--- config.mk ---
export PLATFORM = sky130hd
export DESIGN_NAME = gmr_fifo
export DESIGN_NICKNAME = d
export VERILOG_FILES = /design/src/rtl/gmr_pkg.sv /design/src/rtl/gmr_fifo.sv
export SDC_FILE = /design/constraint.sdc
export NUM_CORES = 1
export LEC_CHECK = 0
export ABC_CLOCK_PERIOD_IN_PS = 3350
export BUFFER_PORTS_ARGS = -buffer_cell sky130_fd_sc_hd__buf_2
export CAP_MARGIN = 10
export CORE_ASPECT_RATIO = 1.25
export CORE_UTILIZATION = 30
export CTS_BUF_LIST = sky130_fd_sc_hd__clkbuf_16
export CTS_CLUSTER_DIAMETER = 120
export DETAILED_ROUTE_END_ITERATION = 10
export GPL_TIMING_DRIVEN = 0
export PLACE_DENSITY = 0.61
export SKIP_LAST_GASP = 1
export SYNTH_ARGS = -nofsm -noshare
export SYNTH_HDL_FRONTEND = slang
export SYNTH_SLANG_ARGS = --single-unit
--- constraint.sdc ---
create_clock -name clk -period 3.35 [get_ports clk]
set_input_delay 0.67 -clock clk [delete_from_list [all_inputs] [get_ports clk]]
set_output_delay 0.67 -clock clk [all_outputs]
set_load 0.02 [all_outputs]
--- src/rtl/gmr_pkg.sv ---
`timescale 1ns / 1ps
// Shared types, constants and label arithmetic for the grid maze router.
package gmr_pkg;

	localparam int unsigned DIM          = 64;
	localparam int unsigned DIM_W        = 6;
	localparam int unsigned SIZE_W       = DIM_W + 1;
	localparam int unsigned CELL_W       = 2 * DIM_W;
	localparam int unsigned CELL_COUNT   = DIM * DIM;
	localparam int unsigned MAX_SEGMENTS = 256;
	localparam int unsigned SEG_AW       = 8;
	localparam int unsigned SEG_CNT_W    = SEG_AW + 1;
	localparam int unsigned FIFO_DEPTH   = 2;

	localparam logic [1:0] LAB_NONE = 2'd3;

	typedef enum logic [1:0] {
		CMD_CLEAR,
		CMD_BLOCK,
		CMD_ROUTE,
		CMD_READ
	} cmd_t;

	typedef enum logic [2:0] {
		ST_OK,
		ST_NO_ROUTE,
		ST_PIN_OUT,
		ST_BAD_INDEX,
		ST_TRUNC
	} status_t;

	typedef enum logic [1:0] {
		REG_GRID_HEIGHT,
		REG_GRID_WIDTH,
		REG_SPARE_A,
		REG_SPARE_B
	} reg_idx_t;

	typedef enum logic [1:0] {
		DIR_UP,
		DIR_LEFT,
		DIR_DOWN,
		DIR_RIGHT
	} dir_t;

	typedef enum logic [4:0] {
		S_INIT, S_IDLE, S_CLEAR, S_BLOCK, S_LCLR, S_SEED, S_FPOP, S_FCUR,
		S_FLAB, S_FNBR, S_FCHK, S_MARK, S_BTL, S_BTW, S_BTN, S_BTC, S_FIN,
		S_RDA, S_RDW, S_RES
	} eng_state_t;

	typedef struct packed {
		cmd_t               op;
		logic [DIM_W-1:0]   ra;
		logic [DIM_W-1:0]   ca;
		logic [DIM_W-1:0]   rb;
		logic [DIM_W-1:0]   cb;
		logic [SIZE_W-1:0]  re;
		logic [SIZE_W-1:0]  ce;
		logic               blk_empty;
		logic               pin_bad;
		logic [SEG_AW-1:0]  seg_index;
	} cmd_item_t;

	typedef struct packed {
		logic [DIM_W-1:0] sr;
		logic [DIM_W-1:0] sc;
		logic [DIM_W-1:0] er;
		logic [DIM_W-1:0] ec;
	} seg_t;

	typedef struct packed {
		status_t              status;
		logic [SEG_CNT_W-1:0] count;
		seg_t                 seg;
	} res_t;

	localparam int unsigned CMD_ITEM_W = $bits(cmd_item_t);
	localparam int unsigned RES_W      = $bits(res_t);

	function automatic logic [1:0] lab_next(input logic [1:0] l);
		case (l)
			2'd0:    lab_next = 2'd1;
			2'd1:    lab_next = 2'd2;
			2'd2:    lab_next = 2'd0;
			default: lab_next = 2'd1;
		endcase
	endfunction

	function automatic logic [1:0] lab_prev(input logic [1:0] l);
		case (l)
			2'd0:    lab_prev = 2'd2;
			2'd1:    lab_prev = 2'd0;
			2'd2:    lab_prev = 2'd1;
			default: lab_prev = 2'd2;
		endcase
	endfunction

endpackage

--- src/rtl/gmr_fifo.sv ---
`timescale 1ns / 1ps
// Small first-in first-out queue between the router's parts.
module gmr_fifo #(
	parameter int unsigned WIDTH = gmr_pkg::CMD_ITEM_W,
	parameter int unsigned DEPTH = gmr_pkg::FIFO_DEPTH
) (
	input  logic             clk,
	input  logic             arst_n,
	input  logic             wr_en,
	input  logic [WIDTH-1:0] wr_data,
	output logic             full,
	input  logic             rd_en,
	output logic [WIDTH-1:0] rd_data,
	output logic             empty
);
	localparam int unsigned AW = (DEPTH > 1) ? $clog2(DEPTH) : 1;
	localparam int unsigned CW = $clog2(DEPTH + 1);

	logic [WIDTH-1:0] mem_q [DEPTH];
	logic [AW-1:0]    wr_ptr_q, rd_ptr_q;
	logic [CW-1:0]    count_q;
	logic             do_wr, do_rd;

	assign full    = (count_q == CW'(DEPTH));
	assign empty   = (count_q == '0);
	assign do_wr   = wr_en && !full;
	assign do_rd   = rd_en && !empty;
	assign rd_data = mem_q[rd_ptr_q];

	always_ff @(posedge clk) begin
		if (do_wr) begin
			mem_q[wr_ptr_q] <= wr_data;
		end
	end

	always_ff @(posedge clk or negedge arst_n) begin
		if (!arst_n) begin
			wr_ptr_q <= '0;
			rd_ptr_q <= '0;
			count_q  <= '0;
		end else begin
			if (do_wr) begin
				wr_ptr_q <= (wr_ptr_q == AW'(DEPTH - 1)) ? '0 : wr_ptr_q + AW'(1);
			end
			if (do_rd) begin
				rd_ptr_q <= (rd_ptr_q == AW'(DEPTH - 1)) ? '0 : rd_ptr_q + AW'(1);
			end
			if (do_wr && !do_rd) begin
				count_q <= count_q + CW'(1);
			end else if (do_rd && !do_wr) begin
				count_q <= count_q - CW'(1);
			end
		end
	end
endmodule

* Word-level counts from Yosys, hierarchy flattened
Memories as Yosys holds them, arrays and structs flattened.
Cells that the tools add are included.
** Word-level totals
- Input bits :: 54
- Register bits :: 4
- Word-level logic and storage cells :: 25
- Memories kept :: 1
- Output and inout port bits :: 52
- Bits in writable memories :: 100
** Memory list
- mem_q :: depth 2, bits a word 50, read ports 1, clocked after memory_dff 0, wr ports 1, line gmr_fifo.sv:19 : logic [WIDTH-1:0] mem_q [DEPTH];
** Operators by class
- Multiplexer cells :: 6
- Add/sub/neg operators :: 4
- Equal/unequal tests :: 1
- Reduce and logical (&&, ||, !) cells :: 10
** Operator list (count)
- $logic_and A1 B1 Y1 :: 4
- $logic_not A1 Y1 :: 4
- $mux W1 :: 4
- $mux W2 :: 2
- $add A1 B1 Y1 const B :: 2
- $add A2 B1 Y2 const B :: 1
- $eq A2 B2 Y1 const B :: 1
- $logic_not A2 Y1 :: 1
- $reduce_bool A2 Y1 :: 1
- $sub A2 B1 Y2 const B :: 1

* Depth between registers and ports, before layout
Gate-level depths: netlist of the first run.
- Word-level depth :: 7
- Depth in mapped cells :: 7
- Gate-level depth less buffers :: 7

* Least setup slack after synthesis of the first run
Ideal clock, no wire load.
- Kind :: input to register
- Start point :: in wr_en
- End point :: mem mem_q[0][0] in the netlist's numbering (enable)
- Arrival time :: 2.857 ns
- Setup slack :: 0.036 ns
- Stages on the path :: 2
- Required time :: 2.892 ns
- Library setup time :: 0.458 ns
- Buffers on the path :: 0
- Cells stage by stage :: nand2_1 nor2_1
** Between the ends
- Longest elaborated chain between the ends :: 3
** Ends and longest elaborated chain
- start, declared :: line gmr_fifo.sv:9 : input logic wr_en,
- $logic_and A1 B1 Y1 :: line gmr_fifo.sv:26 : assign do_wr = wr_en && !full;
- $mux W1 :: line gmr_fifo.sv:31 : if (do_wr) begin
- $mux W1 (not written as such) :: line gmr_fifo.sv:32 : mem_q[wr_ptr_q] <= wr_data;
- end, declared :: line gmr_fifo.sv:19
Every way passes these cells.

* Worst setup path in the final report of the first run
- Start point :: reg rd_ptr_q
- End point :: out rd_data[20]
** Between the ends
- Longest elaborated chain between the ends :: 1
** Ends and longest elaborated chain
- start, declared :: line gmr_fifo.sv:20 : logic [AW-1:0] wr_ptr_q, rd_ptr_q;
- start signal, assigned :: line gmr_fifo.sv:46 : rd_ptr_q <= (rd_ptr_q == AW'(DEPTH - 1)) ? '0 : rd_ptr_q + AW'(1);
- $mem_v2 Z2 W50
- end, declared :: line gmr_fifo.sv:13 : output logic [WIDTH-1:0] rd_data,
Every way passes these cells.

==> summary.txt, run 1 <==
status = finished, final reports clean
Clock transition at path regs = 0.07 ns
depth of the most critical reg-to-reg path = 4
reg2reg start = count_q[0]
Synth top cells by count = edfxtp_1, mux2_4, buf_12
CP Buf/Inv Count = 3
Nets = 348
vias per cell = 4.102
# resized after CTS = 0
combinational group share of total power = 37.9%
minimum hold slack = 0.1251 ns
crit-path cells = buf_6 > buf_12 > mux2_4 > buf_2
Post-DRT Antenna Nets = 0
Placed Cells = 453
cell family with most CP delay = buffers and inverters
core area = 13230 um^2
DP HPWL = 4614 um
Synth Area in Adders = 0.3084%
clock latency on the worst-skew pair = 0.33 ns
worst slew pin tran = 0.7518 ns
clock buffer depth = 2
Power per Cell Area = 925.3 nW/um^2
Mean Syn Cell Area = 23.19 um^2
buffer count from post-CTS setup fixing = 0
cells after synthesis = 175
asr flop ratio synth = 3.846%
Yosys Warn Count = 0
Worst Setup Start Kind = flip-flop
routed len/inst = 14.07 um
Slew Limit Fails = 0
FF+latch count, synth = 104
Worst slew margin = 49.76%
TritonCTS clock tree = built
Pre-antenna DRT Iters = 4
hold-fix buffers at CTS = 0
FP Rows = 47
Syn Nets = 230
worst hold path class = in2async
R2R setup slack = 1.42 ns
antenna violations before repair = 0
die area = 14000 um^2
max-capacitance violation count = 0
P_sw = 0.001489 W
Int Pwr = 0.003292 W
vias in the first global route = 2127
GP Congestion = 0.6356
Compound-Gate Fraction of Synth Area = 0.1233%
Post-synth EDFFs = 100
Initial Util = 30.67%
Post-Synth Simple-Gate Area = 0.6784%
count of cell types in the netlist = 15
CTS Root Buffer Type = clkbuf_16
WS Path Type = reg2out
mux share of post-synthesis cell area = 18.41%
first-pass GRT wire length = 10470 um
Req. time, crit path = 2.68 ns
RSZ-0062 raised after global routing = false
Final Total Pwr = 0.004781 W
Setup Slack @ Placement = 1.221 ns
IO Count = 106
Diodes inserted = 0
critical path's slowest cell = dfrtp_1
final critical-path required period = 2.159 ns
capturing point of the worst reg2reg path = mem_q[0][11]
largest family of logic cells by synthesized area = multiplexers
Hold Violations, Final = 0
Synth top area share = 74.01%
Layout Cells excl Fill = 469
CTS Sinks = 104
post-synthesis cell area = 4058 um^2
clk_skew = 0.007922 ns
final setup fails = 0
crit path from = rd_ptr_q
DR vias = 1924
Synth area leader = edfxtp_1
Seq/Total Area, Yosys = 76.47%
Flop pwr share = 39.0%
post-route setup TNS = 0 ns
leakage = 2.076 nW
GRT Overall Usage = 10.10%
Max Fclk = 0.4631 GHz
DRC viols = 0
worst path arrival time = 1.49 ns
final wirelength = 6601 um
share of layout cells above drive strength 1 = 60.40%
die width = 106.0 um
Period Utilization, post-route = 64.45%
Final WS setup = 1.191 ns
Initial DRC Count = 38
CP max FO = 10
peak supply drop = 554.0 uV
cts bufs inserted = 9
clock network fraction of total power = 23.1%
Sw Ratio = 31.14%
H-tree Lvls = 3
I/O Buffers = 105
most frequent cell after synthesis = edfxtp_1
die height = 132.0 um
Area Growth Syn to Fin = 27.35%
largest net degree at the start of global routing = 28
Synth Flop Type = edfxtp_1
CP peak stage delay = 0.34 ns
top cells by area, synth = edfxtp_1, mux2_4, buf_12
post-synthesis xor/xnor area fraction = 1.079%
grt total ovfl = 0
Worst Setup End Kind = primary output
[area by class of cell]
class | instances | area (um^2)
Inverter | 2 | 7.507
Clock buffer | 9 | 225.2
Timing Repair Buffer | 107 | 565.5
Fill cell | 1231 | 8064
Buffer | 6 | 111.4
Tap cell | 171 | 214.0
Multi-Input combinational cell | 63 | 844.6
Clock inverter | 7 | 96.34
Sequential cell | 104 | 3103
[flip-flops by register name (all words and copies together), names as in the netlist]
name,cells
count_q,2
mem_q,100
rd_ptr_q,1
wr_ptr_q,1
[placed cells by master, fill, tap and decap left out, drive strengths merged]
master    count
xnor2         3
ha            1
and3          1
xor2          2
nor2          3
o21ai         1
inv           4
clkbuf        9
mux2         50
edfxtp      100
nand2         1
nand2b        1
dfrtp         4
bufinv        2
clkinv        1
buf         113
clkinvlp      2
[worst reg2reg max path, cell delays in order (launching register included)]
cell and delay (ns):
dfrtp_1 0.43, nand2b_1 0.17, nand2_1 0.13, nor2_4 0.60, buf_12 0.28
[logic make-up after synthesis]
logic type	count (synthesis)
DFF	104
muxes	50
buffers and inverters	8
and+or+nand+nor	6
xor gates and xnor gates	5
AOI/OAI and AO/OA	1
adders and majority gates	1
[worst max-delay path by stage]
stage / endpoint / slack [ns] / depth (start not counted)
final: rd_data[20] / 1.19 / 4
after detailed placement: mem_q[0][11] / 1.22 / 4
after global routing: rd_data[20] / 1.10 / 4
after floorplan: mem_q[0][0] / 0.04 / 2
after CTS: rd_data[5] / 1.15 / 4
after global placement: mem_q[0][12] / -1.38 / 3
[metal layers]
metal / GRT usage [%] / part of all wire [%] / wire (um) / up-vias
li1: - / - / - / 917
met1: 11.61 / 42 / 2770 / 935
met2: 16.88 / 52 / 3415 / 65
met3: 3.312 / 4.7 / 312 / 7
met4: 4.861 / 1.6 / 104 / 0
met5: 0 / 0 / 0 / -
[through the flow]
stage / instance area (um^2) / util (%)
final: 5167 / 39.05
after global routing: 5167 / 39.05
after CTS: 5167 / 39.05
after detailed placement: 4846 / 36.62
after global placement: 4797 / 36.26
after floorplan: 4058 / -
[power by group through the flow]
stage	logic (W)	registers (W)	clock network, W
2_1_floorplan	0.00136	0.00189	0
3_3_place_gp	0.00180	0.00191	0
3_5_place_dp	0.00185	0.00190	0
4_1_cts	0.00186	0.00187	0.00114
5_1_grt	0.00193	0.00190	0.00119
6_report	0.00181	0.00187	0.00110
Power figures use the tool's default switching activity.
==> run 2, diff against run 1 <==
- ABC_CLOCK_PERIOD_IN_PS: 3350 -> 2000
- PLACE_DENSITY: 0.61 -> 0.59
- clock period: 3.35 -> 2 ns (I/O delays scaled with it)
==> run 2 against run 1 <==
First-iteration DRC count rose by 58%. Total power rose by 63%. Worst setup slack got worse by 1.1 ns. Critical endpoint is now rd_data[36]. Critical path depth did not move. Largest cell class unchanged. Sequential share of layout area barely moved. Utilization barely moved. Die area did not move. Clock skew fell by 0.0021 ns. Critical path type unchanged. Global-route usage fell by 0.35 points. Clock power rose by 45%. Sequential cell count did not move. Worst hold slack improved by 0.12 ns.
==> summary.txt, run 2 (synthesis results as in run 1) <==
R2R setup slack = 0.20 ns (was 1.42 ns)
# resized after CTS = 0 (unchanged)
Biggest register = mem_q (unchanged)
Final Total Pwr = 0.007814 W (was 0.004781 W)
leakage = 2.074 nW (was 2.076 nW)
Initial DRC Count = 60 (was 38)
vias in the first global route = 2005 (was 2127)
Top Registers = mem_q (100), count_q (2) (unchanged)
reg2reg start = count_q[0] (unchanged)
routed len/inst = 14.01 um (was 14.07 um)
grt total ovfl = 0 (unchanged)
Power per Cell Area = 1513 nW/um^2 (was 925.3 nW/um^2)
DR vias = 1930 (was 1924)
DP HPWL = 4532 um (was 4614 um)
vias per cell = 4.098 (was 4.102)
Worst Setup Start Kind = flip-flop (unchanged)
die area = 14000 um^2 (unchanged)
final setup fails = 0 (unchanged)
final critical-path required period = 1.880 ns
Post-DRT Antenna Nets = 0 (unchanged)
Hold Startpoint = wr_data[2]
GRT Overall Usage = 9.747% (was 10.10%)
largest net degree at the start of global routing = 30 (was 28)
met2 Use GR = 16.81% (was 16.88%)
buffer count from post-CTS setup fixing = 0 (unchanged)
Initial Util = 30.67% (unchanged)
M1 GR Usage = 10.86% (was 11.61%)
first-pass GRT wire length = 10150 um (was 10470 um)
worst slew pin tran = 0.6001 ns (was 0.7518 ns)
final wirelength = 6600 um (was 6601 um)
Worst Setup End Kind = primary output (unchanged)
Req. time, crit path = 1.60 ns (was 2.68 ns)
Worst slew margin = 59.90% (was 49.76%)
CP max FO = 10 (unchanged)
hold path depth = 1
die width = 106.0 um (unchanged)
peak supply drop = 900.9 uV (was 554.0 uV)
Max Fclk = 0.5320 GHz
FP Rows = 47 (unchanged)
status = finished, final reports clean (unchanged)
DRC viols = 0 (unchanged)
max FFs per register = 100 (unchanged)
antenna violations before repair = 0 (unchanged)
core area = 13230 um^2 (unchanged)
met3 Track Usage GR = 3.361% (was 3.312%)
Clock transition at path regs = 0.07 ns (about the same)
H-tree Lvls = 3 (unchanged)
Nets = 350 (was 348)
WS Path Type = reg2out (unchanged)
WHS Endpoint = mem_q[0][2]
Hold Violations, Final = 0 (unchanged)
TritonCTS clock tree = built (unchanged)
post-route setup TNS = 0 ns (unchanged)
clock latency on the worst-skew pair = 0.33 ns (about the same)
GP Congestion = 0.6277 (was 0.6356)
Slew Limit Fails = 0 (unchanged)
capturing point of the worst reg2reg path = mem_q[1][14] (was mem_q[0][11])
clk_skew = 0.005814 ns (was 0.007922 ns)
CTS Sinks = 104 (unchanged)
Period Utilization, post-route = 93.99%
worst hold path class = in2reg (was in2async)
CTS Root Buffer Type = clkbuf_16 (unchanged)
worst path arrival time = 1.48 ns (was 1.49 ns)
final core utilization = 39.03% (was 39.05%)
IO Count = 106 (unchanged)
clock buffer depth = 2 (unchanged)
global route hottest layer = met2 (unchanged)
I/O Buffers = 105 (unchanged)
Area Growth Syn to Fin = 27.26% (was 27.35%)
most frequent cells in the layout = buf_2, edfxtp_1, mux2_4, clkbuf_16, buf_12 (unchanged)
max-capacitance violation count = 0 (unchanged)
Pre-antenna DRT Iters = 6 (was 4)
share of layout cells above drive strength 1 = 60.67% (was 60.40%)
commonest non-fill, non-tap cell in the layout = buf_2 (unchanged)
die height = 132.0 um (unchanged)
cts bufs inserted = 9 (unchanged)
RSZ-0062 raised after global routing = false (unchanged)
depth of the most critical reg-to-reg path = 3 (was 4)
Diodes inserted = 0 (unchanged)
==> run 2: critical path, cell delays in order, from the launching register on <==
cell and delay, ns:
dfrtp_1 0.37, buf_6 0.15, buf_12 0.15, mux2_4 0.29, buf_2 0.17
==> run 2: repair_timing <==
action / 4_1_cts / 5_1_grt
endpoints found under the hold margin: 4 / 0
setup endpoints to repair: 0 / 0
hold buffers: 1 / 0
==> run 2: routing by layer <==
layer / part of all wire, % / vias to the layer above
met1: 41 / 932
li1: - / 921
met2: 52 / 66
met4: 1.8 / 0
met5: 0 / -
met3: 5.5 / 11
==> run 2: worst max path at each step <==
stage / cells past startpoint / endpoint / from / slack, ns
after global routing: 4 / mem_q[0][48] / count_q[0] / 0.05
after global placement: 3 / mem_q[0][10] / count_q[0] / -0.38
after floorplan: 3 / mem_q[0][0] / count_q[0] / 0.17
after detailed placement: 3 / mem_q[1][13] / count_q[0] / 0.15
after CTS: 4 / rd_data[36] / rd_ptr_q / 0.09
final: 4 / rd_data[36] / rd_ptr_q / 0.12
==> run 2: power breakdown <==
| part | leakage, nW | internal [W] | switching, W | total (W) |
|---|---|---|---|---|
| Combinational | 0.967 | 0.00148 | 0.00161 | 0.00310 |
| Sequential | 0.976 | 0.00298 | 0.000139 | 0.00312 |
| Clock | 0.132 | 0.000844 | 0.000757 | 0.00160 |
| Total | 2.07 | 0.00531 | 0.00251 | 0.00781 |
==> run 2: layout make-up <==
class | count | area (um^2)
timing repair buffer | 109 | 610.6
clock buffer | 9 | 225.2
sequential | 104 | 3103
tap | 171 | 214.0
multi-input combinational | 63 | 844.6
inverter | 2 | 7.507
buffer | 6 | 111.4
fill | 1249 | 8068
clock inverter | 7 | 47.55
==> run 2: stage by stage <==
step / setup slack (ns) / area (um^2) / hold WS, ns / cells
4_1_cts: 0.08715 / 5164 / 0.2324 / 471
3_5_place_dp: 0.1510 / 4881 / 0.2112 / 454
3_3_place_gp: -0.3815 / 4806 / 0.2081 / 451
2_1_floorplan: 0.1669 / 4066 / 0.1044 / 175
6_report: 0.1202 / 5164 / 0.2480 / 471
5_1_grt: 0.04857 / 5164 / 0.2288 / 471
==> run 3, diff against run 2 <==
- MAX_ROUTING_LAYER: not set -> met4
==> run 3 against run 2 <==
Global-route usage up 0.32 points. Combinational power about the same. Clock skew about the same. Die area unchanged. Fmax about the same. Total power about the same. Largest cell class unchanged.
==> summary.txt, run 3 (synthesis results as in run 1) <==
Seq. cell area = 3103 um^2 (unchanged)
Req. time, crit path = 1.60 ns (about the same)
Slew Limit Fails = 0 (unchanged)
WS Path Type = reg2out (unchanged)
first-pass GRT wire length = 10140 um (was 10150 um)
clock buffer depth = 2 (unchanged)
routed len/inst = 14.02 um (was 14.01 um)
antenna violations before repair = 0 (unchanged)
hold-fix buffers at CTS = 1 (unchanged)
H-tree Lvls = 3 (unchanged)
max FFs per register = 100 (unchanged)
CTS Sinks = 104 (unchanged)
Placed Cells = 454 (unchanged)
# resized after CTS = 0 (unchanged)
Area Growth Syn to Fin = 27.26% (unchanged)
IO Count = 106 (unchanged)
final setup fails = 0 (unchanged)
Worst Setup Start Kind = flip-flop (unchanged)
Diodes inserted = 0 (unchanged)
CP max FO = 10 (unchanged)
largest net degree at the start of global routing = 30 (unchanged)
clock network fraction of total power = 20.5% (about the same)
Pre-antenna DRT Iters = 5 (was 6)
share of layout cells above drive strength 1 = 60.67% (unchanged)
Flop pwr share = 39.9% (about the same)
P_sw = 0.002507 W (was 0.002508 W)
DRC viols = 0 (unchanged)
final critical-path required period = 1.880 ns (about the same)
worst slew pin tran = 0.5948 ns (was 0.6001 ns)
vias in the first global route = 2008 (was 2005)
combinational group share of total power = 39.6% (about the same)
Biggest register = mem_q (unchanged)
most frequent cells in the layout = buf_2, edfxtp_1, mux2_4, clkbuf_16, buf_12 (unchanged)
Period Utilization, post-route = 94.00% (was 93.99%)
DR vias = 1932 (was 1930)
Sw Ratio = 32.09% (was 32.10%)
clock latency on the worst-skew pair = 0.33 ns (about the same)
DP Area = 4881 um^2 (unchanged)
max-capacitance violation count = 0 (unchanged)
Int Pwr = 0.005306 W (about the same)
Clock transition at path regs = 0.07 ns (about the same)
cts bufs inserted = 9 (unchanged)
Final WS setup = 0.1200 ns (was 0.1202 ns)
grt total ovfl = 0 (unchanged)
Top Registers = mem_q (100), count_q (2) (unchanged)
worst path arrival time = 1.48 ns (about the same)
Layout Cells excl Fill = 471 (unchanged)
Layout fillers = 1249 (unchanged)
vias per cell = 4.102 (was 4.098)
Initial DRC Count = 53 (was 60)
Nets = 350 (unchanged)
Max Fclk = 0.5319 GHz (was 0.5320 GHz)
buffer count from post-CTS setup fixing = 0 (unchanged)
core area = 13230 um^2 (unchanged)
GP Congestion = 0.6338 (was 0.6277)
Post-DRT Antenna Nets = 0 (unchanged)
die width = 106.0 um (unchanged)
Hold Violations, Final = 0 (unchanged)
final wirelength = 6604 um (was 6600 um)
Initial Util = 30.67% (unchanged)
Design Area, Final = 5164 um^2 (unchanged)
status = finished, final reports clean (unchanged)
CTS Root Buffer Type = clkbuf_16 (unchanged)
commonest non-fill, non-tap cell in the layout = buf_2 (unchanged)
die height = 132.0 um (unchanged)
FP Rows = 47 (unchanged)
leakage = 2.074 nW (unchanged)
Worst slew margin = 60.25% (was 59.90%)
die area = 14000 um^2 (unchanged)
GRT Overall Usage = 10.07% (was 9.747%)
RSZ-0062 raised after global routing = false (unchanged)
minimum hold slack = 0.2486 ns (was 0.2480 ns)
area occupied by multi-input gates = 844.6 um^2 (unchanged)
DP HPWL = 4532 um (unchanged)
Worst Setup End Kind = primary output (unchanged)
Power per Cell Area = 1513 nW/um^2 (about the same)
worst hold path class = in2reg (unchanged)
peak supply drop = 900.2 uV (was 900.9 uV)
I/O Buffers = 105 (unchanged)
clk_skew = 0.005624 ns (was 0.005814 ns)
TritonCTS clock tree = built (unchanged)
Setup Slack @ Placement = 0.1510 ns (unchanged)
==> run 3: cell counts in the layout (fill, tap and decap cells not counted) <==
Identical to the previous run, type by type.
==> run 3: cell type report <==
type,count,area share [%]
plain buffers,6,2.157
clock buffers,9,4.362
clock inverters,7,0.9208
inverters,2,0.1454
multi-input cells,63,16.36
flip-flops and latches,104,60.09
well taps,171,4.143
repair buffers,109,11.82
==> run 3: layer usage <==
| layer | global-route usage [%] | up-vias | part of all wire (%) |
|---|---|---|---|
| li1 | - | 920 | - |
| met1 | 11.02 | 937 | 42 |
| met2 | 16.81 | 66 | 51 |
| met3 | 3.213 | 9 | 5.2 |
| met4 | 4.167 | 0 | 1.8 |
| met5 | - | - | 0 |
==> run 3: critical path: stages, from the launching register on <==
cell and delay (ns):
dfrtp_1 0.37, buf_6 0.15, buf_12 0.15, mux2_4 0.29
buf_2 0.17
==> run 3: final timing paths <==
| kind | depth (start not counted) | slack [ns] | start | endpoint |
|---|---|---|---|---|
| min reg2reg | 1 | 0.52 | count_q[1] | count_q[1] |
| max in group asynchronous | 2 | 1.49 | arst_n | wr_ptr_q |
| min in group asynchronous | 2 | 0.39 | arst_n | count_q[1] |
| max reg2reg | 3 | 0.21 | count_q[0] | mem_q[1][14] |
| max | 4 | 0.12 | rd_ptr_q | rd_data[36] |
| min | 1 | 0.25 | wr_data[2] | mem_q[0][2] |
==> run 3: through the flow <==
step                      power, W  utilization, %  setup TNS (ns)
after floorplan           0.005428               -               0
after global placement    0.006202           36.32          -24.08
after detailed placement  0.006341           36.89               0
after CTS                 0.007968           39.03               0
after global routing      0.008213           39.03               0
final                     0.007812           39.03               0
==> run 3: power by group through the flow <==
stage                     Clock (W)  Combinational, W  Sequential, W
after floorplan                   0           0.00228        0.00314
after global placement            0           0.00303        0.00317
after detailed placement          0           0.00317        0.00317
after CTS                   0.00166           0.00318        0.00313
after global routing        0.00176           0.00330        0.00316
final                       0.00160           0.00310        0.00312
