## config.mk

```make
export PLATFORM = sky130hd
export DESIGN_NAME = gmr_front
export DESIGN_NICKNAME = d
export VERILOG_FILES = /design/src/rtl/gmr_pkg.sv /design/src/rtl/gmr_front.sv
export SDC_FILE = /design/constraint.sdc
export NUM_CORES = 1
export LEC_CHECK = 0
export BUFFER_PORTS_ARGS = -buffer_cell sky130_fd_sc_hd__buf_4
export CAP_MARGIN = 20
export CORE_MARGIN = 2
export CORE_UTILIZATION = 25
export CTS_CLUSTER_DIAMETER = 50
export DETAILED_ROUTE_END_ITERATION = 10
export PLACE_DENSITY = 0.54
export SETUP_SLACK_MARGIN = 0.3
export SYNTH_ARGS = -nofsm -noshare
export SYNTH_HDL_FRONTEND = slang
export SYNTH_SLANG_ARGS = --single-unit
```

## constraint.sdc

```tcl
create_clock -name clk -period 4.4 [get_ports clk]
set_input_delay 0.22 -clock clk [delete_from_list [all_inputs] [get_ports clk]]
set_output_delay 0.22 -clock clk [all_outputs]
set_load 0.005 [all_outputs]
```

## src/rtl/gmr_pkg.sv

```systemverilog
`timescale 1ns / 1ps
// Shared types, constants and label arithmetic for the grid maze router.
package gmr_pkg;

	localparam int unsigned DIM          = 64;
	localparam int unsigned DIM_W        = 6;
	localparam int unsigned SIZE_W       = DIM_W + 1;
	localparam int unsigned CELL_W       = 2 * DIM_W;
	localparam int unsigned CELL_COUNT   = DIM * DIM;
	localparam int unsigned MAX_SEGMENTS = 256;
	localparam int unsigned SEG_AW       = 8;
	localparam int unsigned SEG_CNT_W    = SEG_AW + 1;
	localparam int unsigned FIFO_DEPTH   = 2;

	localparam logic [1:0] LAB_NONE = 2'd3;

	typedef enum logic [1:0] {
		CMD_CLEAR,
		CMD_BLOCK,
		CMD_ROUTE,
		CMD_READ
	} cmd_t;

	typedef enum logic [2:0] {
		ST_OK,
		ST_NO_ROUTE,
		ST_PIN_OUT,
		ST_BAD_INDEX,
		ST_TRUNC
	} status_t;

	typedef enum logic [1:0] {
		REG_GRID_HEIGHT,
		REG_GRID_WIDTH,
		REG_SPARE_A,
		REG_SPARE_B
	} reg_idx_t;

	typedef enum logic [1:0] {
		DIR_UP,
		DIR_LEFT,
		DIR_DOWN,
		DIR_RIGHT
	} dir_t;

	typedef enum logic [4:0] {
		S_INIT, S_IDLE, S_CLEAR, S_BLOCK, S_LCLR, S_SEED, S_FPOP, S_FCUR,
		S_FLAB, S_FNBR, S_FCHK, S_MARK, S_BTL, S_BTW, S_BTN, S_BTC, S_FIN,
		S_RDA, S_RDW, S_RES
	} eng_state_t;

	typedef struct packed {
		cmd_t               op;
		logic [DIM_W-1:0]   ra;
		logic [DIM_W-1:0]   ca;
		logic [DIM_W-1:0]   rb;
		logic [DIM_W-1:0]   cb;
		logic [SIZE_W-1:0]  re;
		logic [SIZE_W-1:0]  ce;
		logic               blk_empty;
		logic               pin_bad;
		logic [SEG_AW-1:0]  seg_index;
	} cmd_item_t;

	typedef struct packed {
		logic [DIM_W-1:0] sr;
		logic [DIM_W-1:0] sc;
		logic [DIM_W-1:0] er;
		logic [DIM_W-1:0] ec;
	} seg_t;

	typedef struct packed {
		status_t              status;
		logic [SEG_CNT_W-1:0] count;
		seg_t                 seg;
	} res_t;

	localparam int unsigned CMD_ITEM_W = $bits(cmd_item_t);
	localparam int unsigned RES_W      = $bits(res_t);

	function automatic logic [1:0] lab_next(input logic [1:0] l);
		case (l)
			2'd0:    lab_next = 2'd1;
			2'd1:    lab_next = 2'd2;
			2'd2:    lab_next = 2'd0;
			default: lab_next = 2'd1;
		endcase
	endfunction

	function automatic logic [1:0] lab_prev(input logic [1:0] l);
		case (l)
			2'd0:    lab_prev = 2'd2;
			2'd1:    lab_prev = 2'd0;
			2'd2:    lab_prev = 2'd1;
			default: lab_prev = 2'd2;
		endcase
	endfunction

endpackage

```

## src/rtl/gmr_front.sv

```systemverilog
`timescale 1ns / 1ps
// Front end: grid size registers and decoding of incoming commands.
module gmr_front (
	input  logic                          clk,
	input  logic                          arst_n,
	input  logic                          cfg_write,
	input  logic [1:0]                    cfg_index,
	input  logic [gmr_pkg::SIZE_W-1:0]    cfg_data,
	input  logic [1:0]                    command,
	input  logic [gmr_pkg::DIM_W-1:0]     row_a,
	input  logic [gmr_pkg::DIM_W-1:0]     col_a,
	input  logic [gmr_pkg::DIM_W-1:0]     row_b,
	input  logic [gmr_pkg::DIM_W-1:0]     col_b,
	input  logic [gmr_pkg::SIZE_W-1:0]    rect_rows,
	input  logic [gmr_pkg::SIZE_W-1:0]    rect_cols,
	input  logic [gmr_pkg::SEG_AW-1:0]    seg_index,
	output gmr_pkg::cmd_item_t            item,
	output logic [gmr_pkg::SIZE_W-1:0]    h,
	output logic [gmr_pkg::SIZE_W-1:0]    w
);
	logic [gmr_pkg::SIZE_W-1:0] height_q, width_q;
	logic [gmr_pkg::SIZE_W:0]   re_sum, ce_sum;
	logic                       a_in;

	always_ff @(posedge clk or negedge arst_n) begin
		if (!arst_n) begin
			height_q <= gmr_pkg::SIZE_W'(gmr_pkg::DIM);
			width_q  <= gmr_pkg::SIZE_W'(gmr_pkg::DIM);
		end else if (cfg_write) begin
			case (gmr_pkg::reg_idx_t'(cfg_index))
				gmr_pkg::REG_GRID_HEIGHT: height_q <= cfg_data;
				gmr_pkg::REG_GRID_WIDTH:  width_q  <= cfg_data;
				default: ;
			endcase
		end
	end

	always_comb begin
		if (height_q == '0) begin
			h = gmr_pkg::SIZE_W'(1);
		end else if (height_q > gmr_pkg::SIZE_W'(gmr_pkg::DIM)) begin
			h = gmr_pkg::SIZE_W'(gmr_pkg::DIM);
		end else begin
			h = height_q;
		end
		if (width_q == '0) begin
			w = gmr_pkg::SIZE_W'(1);
		end else if (width_q > gmr_pkg::SIZE_W'(gmr_pkg::DIM)) begin
			w = gmr_pkg::SIZE_W'(gmr_pkg::DIM);
		end else begin
			w = width_q;
		end
	end

	assign re_sum = {2'b00, row_a} + {1'b0, rect_rows};
	assign ce_sum = {2'b00, col_a} + {1'b0, rect_cols};
	assign a_in   = ({1'b0, row_a} < h) && ({1'b0, col_a} < w);

	always_comb begin
		item.op        = gmr_pkg::cmd_t'(command);
		item.ra        = row_a;
		item.ca        = col_a;
		item.rb        = row_b;
		item.cb        = col_b;
		item.re        = (re_sum > {1'b0, h}) ? h : re_sum[gmr_pkg::SIZE_W-1:0];
		item.ce        = (ce_sum > {1'b0, w}) ? w : ce_sum[gmr_pkg::SIZE_W-1:0];
		item.blk_empty = !a_in || (rect_rows == '0) || (rect_cols == '0);
		item.pin_bad   = !a_in || ({1'b0, row_b} >= h) || ({1'b0, col_b} >= w);
		item.seg_index = seg_index;
	end
endmodule

```

# Yosys cells after proc, flatten, opt, wreduce, memory -nomap -nowiden
# Index checks and enable logic that the tools add are counted.
[classes] add_sub_neg=2 mul=0 div=0 magnitude_cmp=8 eq_ne=1 shifts=0 mux=6 n_bitwise=0 n_reduce_logical=13
[op_table] cell="7-bit two-way mux" n=6
[op_table] cell="7-bit logical NOT" n=4
[op_table] cell="6-bit by 7-bit adder with 8-bit output" n=2
[op_table] cell="8-bit by 7-bit > comparator with 1-bit output" n=2
[op_table] cell="6-bit by 7-bit greater-or-equal comparator with 1-bit output" n=2
[op_table] cell="7-bit > comparator (second input constant)" n=2
[op_table] cell="6-bit by 7-bit < comparator with 1-bit output" n=2
[op_table] cell="1-bit logical OR" n=4
[op_table] cell="2-bit AND reduction" n=2
[op_table] cell="2-bit by 1-bit == test with 1-bit output (second input constant)" n=1
[op_table] cell="2-bit logical NOT" n=1
[op_table] cell="1-bit logical AND" n=1
[op_table] cell="1-bit logical NOT" n=1
[totals] reg_bits=14 latchBits=0 ram_bits=0 rom_bits=0 in_bits=60 out_inout_bits=64 word_cells=32 n_memories=0

# Longest topological paths before layout
# Gate-level depths: netlist (run 1).
[depth] ltp_word=8 mapped_depth=12 mapped_depth_nobuf=12

# Worst setup path after synthesis (run 1)
# Ideal clock, no wire load.
[synth_timing] path_kind="in2out" startpoint="input port col_a[0] in the netlist's numbering" endpoint="output port item[10] in the netlist's numbering" arrival_ps=2586 t_required_ps=4180 slack_ps=1594 path_stages=11 n_path_buf=0 path_cell_list="ha_1 -> fa_1 -> a21oi_1 -> o211ai_1 -> a21oi_1 -> xnor2_1 -> ha_1 -> a21oi_1 -> nand3_1 -> a2bb2oi_4 -> mux2_2"
[synth_lines] element="start, declared" line_no="gmr_front.sv:11" source="input logic [gmr_pkg::DIM_W-1:0] col_a,"
[synth_lines] element="end, declared" line_no="gmr_front.sv:17" source="output gmr_pkg::cmd_item_t item,"

==> results.json, run 1 <==
{
  "ant_nets": 0,
  "via_per_inst": 4.667,
  "drt_iter0_drc": 62,
  "finalNonFillerCells": 469,
  "outcome": "completed",
  "yosysSeqAreaShare_pct": 14.66,
  "period_needed_ps": 3294,
  "ys_ff_latch": 14,
  "required_ps": 4180,
  "max_slew_margin_pct": 59.23,
  "antenna_found_initial": 0,
  "ir_drop_mv": 0.1621,
  "netlist.area_leader.share_pct": 24.96,
  "path_clk_slew_ps": 60,
  "vias": 2189,
  "syn_to_final_growth_pct": 30.63,
  "min-delay-start": "cfg_data[6]",
  "crit_path_start": "col_a[0]",
  "regArea_um2": 352.8,
  "start_util_pct": 25.92,
  "htreeDepth": 1,
  "layout.nets": 451,
  "row_count": 35,
  "overflow": 0,
  "num-fill-cells": 1026,
  "route.detailed.drc": 0,
  "synth_area_um2": 2406,
  "place_congestion": 0.8331,
  "cts.sinks": 14,
  "io_pins": 124,
  "n_antenna_cell": 0,
  "dieArea_um2": 10430,
  "clock_latency_ps": 240,
  "grt_pass1_vias": 2130,
  "yosysUniqueCellTypes": 36,
  "avgRoutedWirePerCell_um": 14.68,
  "postSynthCellCount": 268,
  "synth_edf_count": 0,
  "setup_viol": 0,
  "ctsRootBufferMaster": "clkbuf_8",
  "hold_violations": 0,
  "coreArea_um2": 9284,
  "die_width_um": 102.1,
  "arrival_ps": 3070,
  "power.leakage_uw": 0.001549,
  "cp-start-kind": "primary input",
  "cts_setup_buffers": 0,
  "drt-total-wl_um": 6883,
  "multiInputGateArea_um2": 1712,
  "p_per_area_nw_per_um2": 318.6,
  "dpl.hpwl_um": 6111,
  "synth_top_flop_cell": "dfrtp_1",
  "clockBufferDepth": 2,
  "grt_usage_pct": 12.89,
  "tritoncts": "done",
  "synth_async_sr_flop_share_pct": 100.0,
  "firstDrtPassIters": 4,
  "io_buffers": 103,
  "finalMaxSlewViolations": 0,
  "yosys-top-cells-area": "ha_1 25%, mux2_2 13%, dfrtp_1 12%",
  "drv_cap": 0,
  "synthesis.nets": 378,
  "critPathMaxFanout": 7,
  "r2r-start": "height_q[6]$_DFFE_PN1P_",
  "clock.fmax_mhz": 303.6,
  "yosysTopAreaCell": "ha_1",
  "die_h_um": 102.1,
  "post-place-cells": 464,
  "grt_pass1_wl_um": 10600,
  "cp-end-kind": "output port",
  "grt_setup_unrepaired": "no",
  "setup.worst_path.class": "primary input to output port",
  "grt_max_degree": 15,
  "synth_area_per_cell_um2": 8.978,
  "min_path_type": "primary input to flip-flop",
  "final.setup_skew_ps": 0,
  "tightest_slew_ps": 608.8,
  "tns_ps": 0,
  "yosys_warnings": 0,
  "drive_above_1_share_pct": 41.47,
  "period_share_pct": 74.86,
  "total_power_uw": 1001,
  "cts_buffers": 3
}
path summary, 6_finish.rpt:
check | slack, ps | endpoint | depth (start not counted)
min in group asynchronous | 350 | height_q[0]$_DFFE_PN0P_ | 2
max in group asynchronous | 3810 | width_q[6]$_DFFE_PN1P_ | 2
min reg2reg | 550 | width_q[2]$_DFFE_PN0P_ | 1
max | 1110 | item[13] | 13
max reg2reg | 3230 | height_q[6]$_DFFE_PN1P_ | 2
min | 210 | height_q[6]$_DFFE_PN1P_ | 3
stage by stage:
stage	hold WS [ps]	util [%]	setup slack, ps	cell area (um^2)
after global placement	78.41	33.15	1190	3078
after detailed placement	77.96	33.15	1123	3078
after floorplan	-75.59	-	1594	2406
after CTS	203.4	33.85	1106	3143
final	210.7	33.85	1106	3143
after global routing	224.5	33.85	880.9	3143
area by class of cell:
class	instances	share of cell area (%)
Multi-Input combinational cell	197	54.46
Timing Repair Buffer	104	24.92
Sequential cell	14	11.23
Tap cell	129	5.135
Inverter	21	2.508
Clock buffer	4	1.752
flip-flops by register name (all words and copies together), names as in the netlist:
signal	count
height_q	7
width_q	7
power breakdown:
part | internal (uW) | switching, uW
Sequential | 156 | 26.9
Combinational | 374 | 323
Clock | 79.1 | 42.3
Total | 609 | 392
kinds of logic after synthesis:
kind of cell / Yosys count / synth area share, %
multiplexers: 27 / 12.64
XOR/XNOR: 10 / 3.640
adder cells (fa/ha/maj): 50 / 26.63
AO/OA/AOI/OAI: 63 / 18.20
AND/OR/NAND/NOR: 47 / 10.04
buffers and inverters: 57 / 14.20
flip-flops: 14 / 14.66
per-layer routing:
metal,vias up,wire length (um),global-route usage [%]
met5,-,0,0
met4,0,17,1.949
met3,2,360,1.094
met2,65,3331,21.96
met1,1023,3173,18.16
li1,1099,-,-
repair_timing:
action | CTS | global route
gates resized for setup | 0 | 0
hold endpoints to repair | 12 | 0
hold buffers | 1 | 0
critical path, cell delays in order:
cell and delay [ps]:
buf_4 120, ha_1 240, fa_1 410, a21oi_1 210, o211ai_1 120, a21oi_1 180
xnor2_1 180, ha_1 290, a21oi_1 170, nand3_1 150, a2bb2oi_4 280, mux2_2 370
buf_4 130
cells in the final DEF (no fill, tap or decap), drive strengths merged, types with 8 or more instances in the layout:
cell type and count:
xnor2 8, inv 19, a21oi 19, nor3 8, mux2 27, ha 48
o21ai 10, buf 103, a211oi 9, nand2 18, dfrtp 12
synth_stat cells (5+ instances only):
| cell type | n |
|---|---|
| a211oi_1 | 7 |
| a21o_1 | 5 |
| a21oi_1 | 19 |
| buf_4 | 34 |
| dfrtp_1 | 12 |
| ha_1 | 48 |
| inv_1 | 19 |
| mux2_2 | 27 |
| nand2_1 | 18 |
| nor3_1 | 8 |
| o211ai_1 | 5 |
| o21ai_0 | 10 |
| xnor2_1 | 8 |
Note: power is estimated with default switching activity, not from simulation.
==> run 2, diff against run 1 <==
Settings changed: ABC_AREA set to 1, PLACE_DENSITY 0.54 to 0.55.
Clock period 4.4 ns to 2.8 ns, I/O delays scaled along.
==> run 2 against run 1 <==
Net effect:
- clock skew unchanged
- area after synthesis rose by 10%
- synthesized cell count increased by 41%
- sequential power up 51%
- worst hold slack worse by 61 ps
==> results.json, run 2 <==
{
  "outcome": "completed",
  "grt_pass1_vias": 2563,
  "ys_ff_latch": 14,
  "pwr-share-clk_pct": 8.6,
  "setup.worst_path.class": "primary input to output port",
  "synth_commonest_cells": "78 x nand2_1, 49 x inv_1, 48 x ha_1",
  "critical_path.top_delay_family": "adder cells",
  "drt_iter0_drc": 80,
  "cp-start-kind": "primary input",
  "finalNonFillerCells": 620,
  "n_antenna_cell": 0,
  "yosysTopAreaCell": "ha_1",
  "clock_latency_ps": 240,
  "crit_chain": "buf_4 -> ha_2 -> fa_2 -> a31oi_1 -> xor2_1 -> inv_1 -> ha_4 -> nand2_2 -> nor2_1 -> nand4_1 -> nand2_4 -> nand2_4 -> nand2_1 -> nand2_1 -> buf_4",
  "dieArea_um2": 11440,
  "crit_slowest_cell": "fa_2",
  "synthesis.nets": 489,
  "clockBufferDepth": 2,
  "final.setup_skew_ps": 0,
  "netlist.area_leader.share_pct": 22.66,
  "overflow": 0,
  "cts.sinks": 14,
  "ir_drop_mv": 0.1839,
  "p_switching_uw": 870.9,
  "vias": 2822,
  "route.detailed.drc": 0,
  "synth.most_common_cell": "nand2_1",
  "cp-end-kind": "output port",
  "synth_async_sr_flop_share_pct": 100.0,
  "ant_nets": 0,
  "period_needed_ps": 2517,
  "synth_area_um2": 2650,
  "firstDrtPassIters": 4,
  "grt_usage_pct": 13.45,
  "io_buffers": 103,
  "final_common_cell": "buf_4",
  "cts_buffers": 3,
  "dpl.hpwl_um": 6463,
  "start_util_pct": 25.67,
  "path_buf_inv": 3,
  "synth_top_flop_cell": "dfrtp_1",
  "yosys-top-cells-area": "ha_1 23%, dfrtp_1 11%, nand2_1 11%",
  "coreArea_um2": 10320,
  "combPwrFrac_pct": 77.2,
  "postSynthCellCount": 379,
  "crit_path_max_incr_delay_ps": 380,
  "io_pins": 124,
  "hold_violations": 0,
  "arrival_ps": 2380,
  "clock.fmax_mhz": 397.3,
  "tightest_slew_ps": 448.6,
  "synth_edf_count": 0,
  "final_cell_mix": "137 x buf_4, 65 x nand2_1, 46 x inv_1, 32 x ha_1",
  "netSwitchingFraction_pct": 44.44,
  "row_count": 37,
  "yosys_warnings": 0,
  "critPathMaxFanout": 8,
  "power.leakage_uw": 0.002090,
  "max_slew_margin_pct": 69.82,
  "path_clk_slew_ps": 60,
  "avgRoutedWirePerCell_um": 13.41,
  "via_per_inst": 4.552,
  "tns_ps": 0,
  "p_per_area_nw_per_um2": 480.2,
  "htreeDepth": 1,
  "antenna_found_initial": 0,
  "seq_power_share_pct": 14.2,
  "die_h_um": 107.0,
  "finalMaxSlewViolations": 0,
  "drt-total-wl_um": 8314,
  "yosysSeqAreaShare_pct": 13.31,
  "grt_pass1_wl_um": 12430,
  "syn_to_final_growth_pct": 53.97,
  "min_path_type": "primary input to flip-flop",
  "grt_setup_unrepaired": "yes",
  "layout.nets": 595,
  "period_share_pct": 89.89,
  "post-place-cells": 581,
  "yosysUniqueCellTypes": 37,
  "place_congestion": 0.8273,
  "ctsRootBufferMaster": "clkbuf_8",
  "synth_area_per_cell_um2": 6.992,
  "drive_above_1_share_pct": 49.59,
  "grt_max_degree": 15,
  "required_ps": 2660,
  "reg_top3": "height_q x7, width_q x7",
  "internal-power_uw": 1089,
  "setup_viol": 0,
  "drv_cap": 0,
  "tritoncts": "done",
  "die_width_um": 107.0
}
[run 2: changes by cell type after synthesis, moves of 10 or more]
| cell | delta |
|---|---|
| inv_1 | +30 |
| mux2_2 | -27 |
| nand2_1 | +60 |
| nand3_1 | +15 |
| nand4_1 | +10 |
| nor2_1 | +16 |
[run 2: repair_timing]
action                                  CTS  global route
endpoints found under the hold margin    14             0
hold buffers                              1             0
endpoints found under the setup margin   16            16
resized for setup                        36            61
pin swaps                                13            37
setup buffers                            15            18
cloned                                    1             0
[run 2: logic make-up after synthesis]
kind of cell / Yosys count / synth area share, %
AND/OR/NAND/NOR: 149 / 25.64
buffers and inverters: 96 / 19.22
AO/OA/AOI/OAI: 60 / 14.35
adder cells (fa/ha/maj): 50 / 24.17
flip-flops: 14 / 13.31
XOR/XNOR: 10 / 3.305
[run 2: worst register-to-register path, cell delays in order (launching register included)]
cell     delay [ps]
dfstp_2         580
buf_6           120
buf_4           130
nand2_1          50
o21ai_0          80
[run 2: power by group through the flow]
stage | clock, uW | sequential [uW] | combinational, uW
3_5_place_dp | 0 | 277 | 1120
4_1_cts | 172 | 271 | 1300
3_3_place_gp | 0 | 276 | 1100
5_1_grt | 187 | 282 | 1670
2_1_floorplan | 0 | 260 | 733
6_report | 169 | 277 | 1510
[run 2: final timing paths]
kind	startpoint	cells past startpoint	to	slack (ps)
worst min-delay path	cfg_data[6]	3	height_q[6]$_DFFE_PN1P_	150
worst min register to register	height_q[3]$_DFFE_PN0P_	2	height_q[3]$_DFFE_PN0P_	510
max in group asynchronous	arst_n	2	width_q[6]$_DFFE_PN1P_	2280
worst max-delay path	row_a[0]	15	item[23]	280
min in group asynchronous	arst_n	2	height_q[3]$_DFFE_PN0P_	280
worst max register to register	width_q[6]$_DFFE_PN1P_	4	width_q[6]$_DFFE_PN1P_	1750
[run 2: final cells by class]
cell class	instances	area (um^2)
clock buffer	4	45.04
fill	1081	6243
inverter	55	214.0
multi-input combinational	270	2221
sequential	14	354.1
tap	136	170.2
timing repair buffer	141	1076
[run 2: stage by stage]
| stage | instance area, um^2 | utilization (%) | total power (uW) | hold slack, ps | worst slack [ps] |
|---|---|---|---|---|---|
| 6_report | 4080 | 39.52 | 1959 | 150.0 | 282.9 |
| 5_1_grt | 4080 | 39.52 | 2140 | 192.0 | 134.5 |
| 4_1_cts | 3672 | 35.57 | 1743 | 153.7 | 288.3 |
| 3_5_place_dp | 3321 | 32.17 | 1397 | -2.969 | 82.81 |
| 3_3_place_gp | 3321 | 32.17 | 1375 | -3.625 | 155.5 |
| 2_1_floorplan | 2650 | - | 993.0 | -155.6 | 436.4 |
[run 2: layer usage]
layer  share of wire, %  vias to the layer above  track usage [%]  wire length, um
met5                  0                        -                0                0
met4               0.61                        0            1.113               51
met3                5.5                        8            1.945              455
met2                 50                       85            23.79             4196
met1                 43                     1296            18.02             3610
li1                   -                     1433                -                -
==> run 3, diff against run 2 <==
Settings changed: CTS_BUF_LIST set to sky130_fd_sc_hd__clkbuf_2 sky130_fd_sc_hd__clkbuf_4 sky130_fd_sc_hd__clkbuf_8, SKIP_CTS_REPAIR_TIMING set to 1.
==> run 3 against run 2 <==
Net effect:
- clock skew stayed put
- utilization is 2.1 points lower
- first-iteration DRC count is 10% lower
- worst setup slack worse by 74 ps
- worst hold slack worse by 0.84 ps
- via count is 3.9% lower
- cell count is 2.9% lower
- total power is 5.5% lower
- flip-flop and latch count stayed put
- critical path type is now flip-flop to output port
- largest cell class unchanged
==> results.json, run 3 (same netlist as run 2, synthesis figures left out) <==
{
  "ctsRootBufferMaster": "clkbuf_8",
  "reg_top3": "height_q x7, width_q x7",
  "p_per_area_nw_per_um2": 479.5,
  "final.setup_skew_ps": 0,
  "grt_max_degree": 15,
  "drive_above_1_share_pct": 43.35,
  "layout.nets": 577,
  "firstDrtPassIters": 4,
  "path_clk_slew_ps": 60,
  "crit_chain": "nor2_2 -> nand4_1 -> nand2_2 -> inv_4 -> nor2_4 -> inv_4 -> ha_4 -> nand2_2 -> o21ai_1 -> nand2_1 -> nand2_1 -> nand2_1 -> nand2_2 -> nand2_4 -> nand2_4 -> nand2_1 -> nand2_1 -> buf_6",
  "path_buf_inv": 3,
  "final_cell_mix": "118 x buf_4, 70 x nand2_1, 47 x inv_1, 36 x ha_1, 16 x nand3_1",
  "netSwitchingFraction_pct": 44.70,
  "setup_slack_ps": 209.0,
  "period_needed_ps": 2591,
  "total_power_uw": 1853,
  "finalNonFillerCells": 602,
  "cts.sinks": 14,
  "arrival_ps": 2450,
  "combPwrFrac_pct": 75.2,
  "ir_drop_mv": 0.1756,
  "crit_slowest_cell": "dfrtp_1",
  "cpMostUsedCell": "nand2_1",
  "critPathMaxFanout": 8,
  "place_congestion": 0.8273,
  "clock.fmax_mhz": 385.9,
  "finalMaxSlewViolations": 0,
  "grt_pass1_wl_um": 11790,
  "cts_buffers": 3,
  "htreeDepth": 1,
  "hold_violations": 0,
  "avgRoutedWirePerCell_um": 13.19,
  "tightest_slew_ps": 430.6,
  "final_common_cell": "buf_4",
  "antenna_found_initial": 0,
  "grt_setup_unrepaired": "yes",
  "n_antenna_cell": 0,
  "cp-end-kind": "output port",
  "overflow": 0,
  "rrSetupSlack_ps": 1870,
  "tns_ps": 0,
  "route.detailed.drc": 0,
  "die_width_um": 107.0,
  "io_pins": 124,
  "pwr-share-clk_pct": 9.7,
  "power.leakage_uw": 0.001998,
  "seq_power_share_pct": 15.1,
  "drt_iter0_drc": 72,
  "internal-power_uw": 1025,
  "min_path_type": "primary input to flip-flop",
  "via_per_inst": 4.507,
  "critical_path.top_delay_family": "simple AND/OR/NAND/NOR gates",
  "clockBufferDepth": 2,
  "drt-total-wl_um": 7941,
  "row_count": 37,
  "dpl.hpwl_um": 6463,
  "drv_cap": 0,
  "required_ps": 2660,
  "p_switching_uw": 828.0,
  "grt_usage_pct": 12.67,
  "start_util_pct": 25.67,
  "dp_worst_setup_slack_ps": 82.81,
  "post-place-cells": 581,
  "vias": 2713,
  "syn_to_final_growth_pct": 45.80,
  "setup.worst_path.class": "flip-flop to output port",
  "period_share_pct": 92.54,
  "tritoncts": "done",
  "ant_nets": 0,
  "dieArea_um2": 11440,
  "grt_pass1_vias": 2422,
  "setup_viol": 0,
  "io_buffers": 103,
  "cp-start-kind": "flip-flop",
  "max_slew_margin_pct": 71.21,
  "outcome": "completed",
  "utilization_pct": 37.43,
  "coreArea_um2": 10320,
  "clock_latency_ps": 240,
  "crit_path_max_incr_delay_ps": 410,
  "die_h_um": 107.0
}
run 3: cell count changes in the layout (fill, tap and decap cells not counted), sizes merged:
| cell | delta |
|---|---|
| buf | -18 |
run 3: stage by stage:
step	cell area, um^2	hold WS (ps)
after floorplan	2650	-155.6
after global routing	3864	192.0
after detailed placement	3321	-2.969
final	3864	149.2
after global placement	3321	-3.625
after CTS	3369	-265.7
run 3: worst paths after layout:
check,start,end,depth (start not counted)
worst max-delay path,height_q[1]$_DFFE_PN0P_,item[17],18
worst min-delay path,cfg_data[6],height_q[6]$_DFFE_PN1P_,3
worst max register to register,width_q[6]$_DFFE_PN1P_,width_q[6]$_DFFE_PN1P_,3
worst min register to register,height_q[3]$_DFFE_PN0P_,height_q[3]$_DFFE_PN0P_,2
max in group asynchronous,arst_n,width_q[6]$_DFFE_PN1P_,2
min in group asynchronous,arst_n,height_q[3]$_DFFE_PN0P_,2
run 3: power by group through the flow:
| stage | registers (uW) | logic [uW] | clock network, uW |
|---|---|---|---|
| finish | 279 | 1390 | 180 |
| global route | 284 | 1550 | 197 |
| CTS | 274 | 1130 | 182 |
| detailed placement | 277 | 1120 | 0 |
| global placement | 276 | 1100 | 0 |
| floorplan | 260 | 733 | 0 |
run 3: area by class of cell:
| type | count | area, um^2 |
|---|---|---|
| clock buffer | 4 | 48.80 |
| sequential | 14 | 354.1 |
| tap | 136 | 170.2 |
| timing repair buffer | 123 | 944.7 |
| multi-input combinational | 270 | 2127 |
| fill | 1088 | 6460 |
| inverter | 55 | 219.0 |
run 3: worst min-delay path, delay by kind of cell:
family                 cells  cell delay (ps)
AO/OA/AOI/OAI              1               80
buffers and inverters      2              170
run 3: per-layer routing:
metal	routed length, um	part of all wire [%]	global-route usage (%)	up-vias
met4	23	0.29	1.113	0
li1	-	-	-	1397
met3	465	5.9	1.945	6
met2	3931	50	21.20	84
met1	3520	44	17.87	1226
met5	0	0	0	-
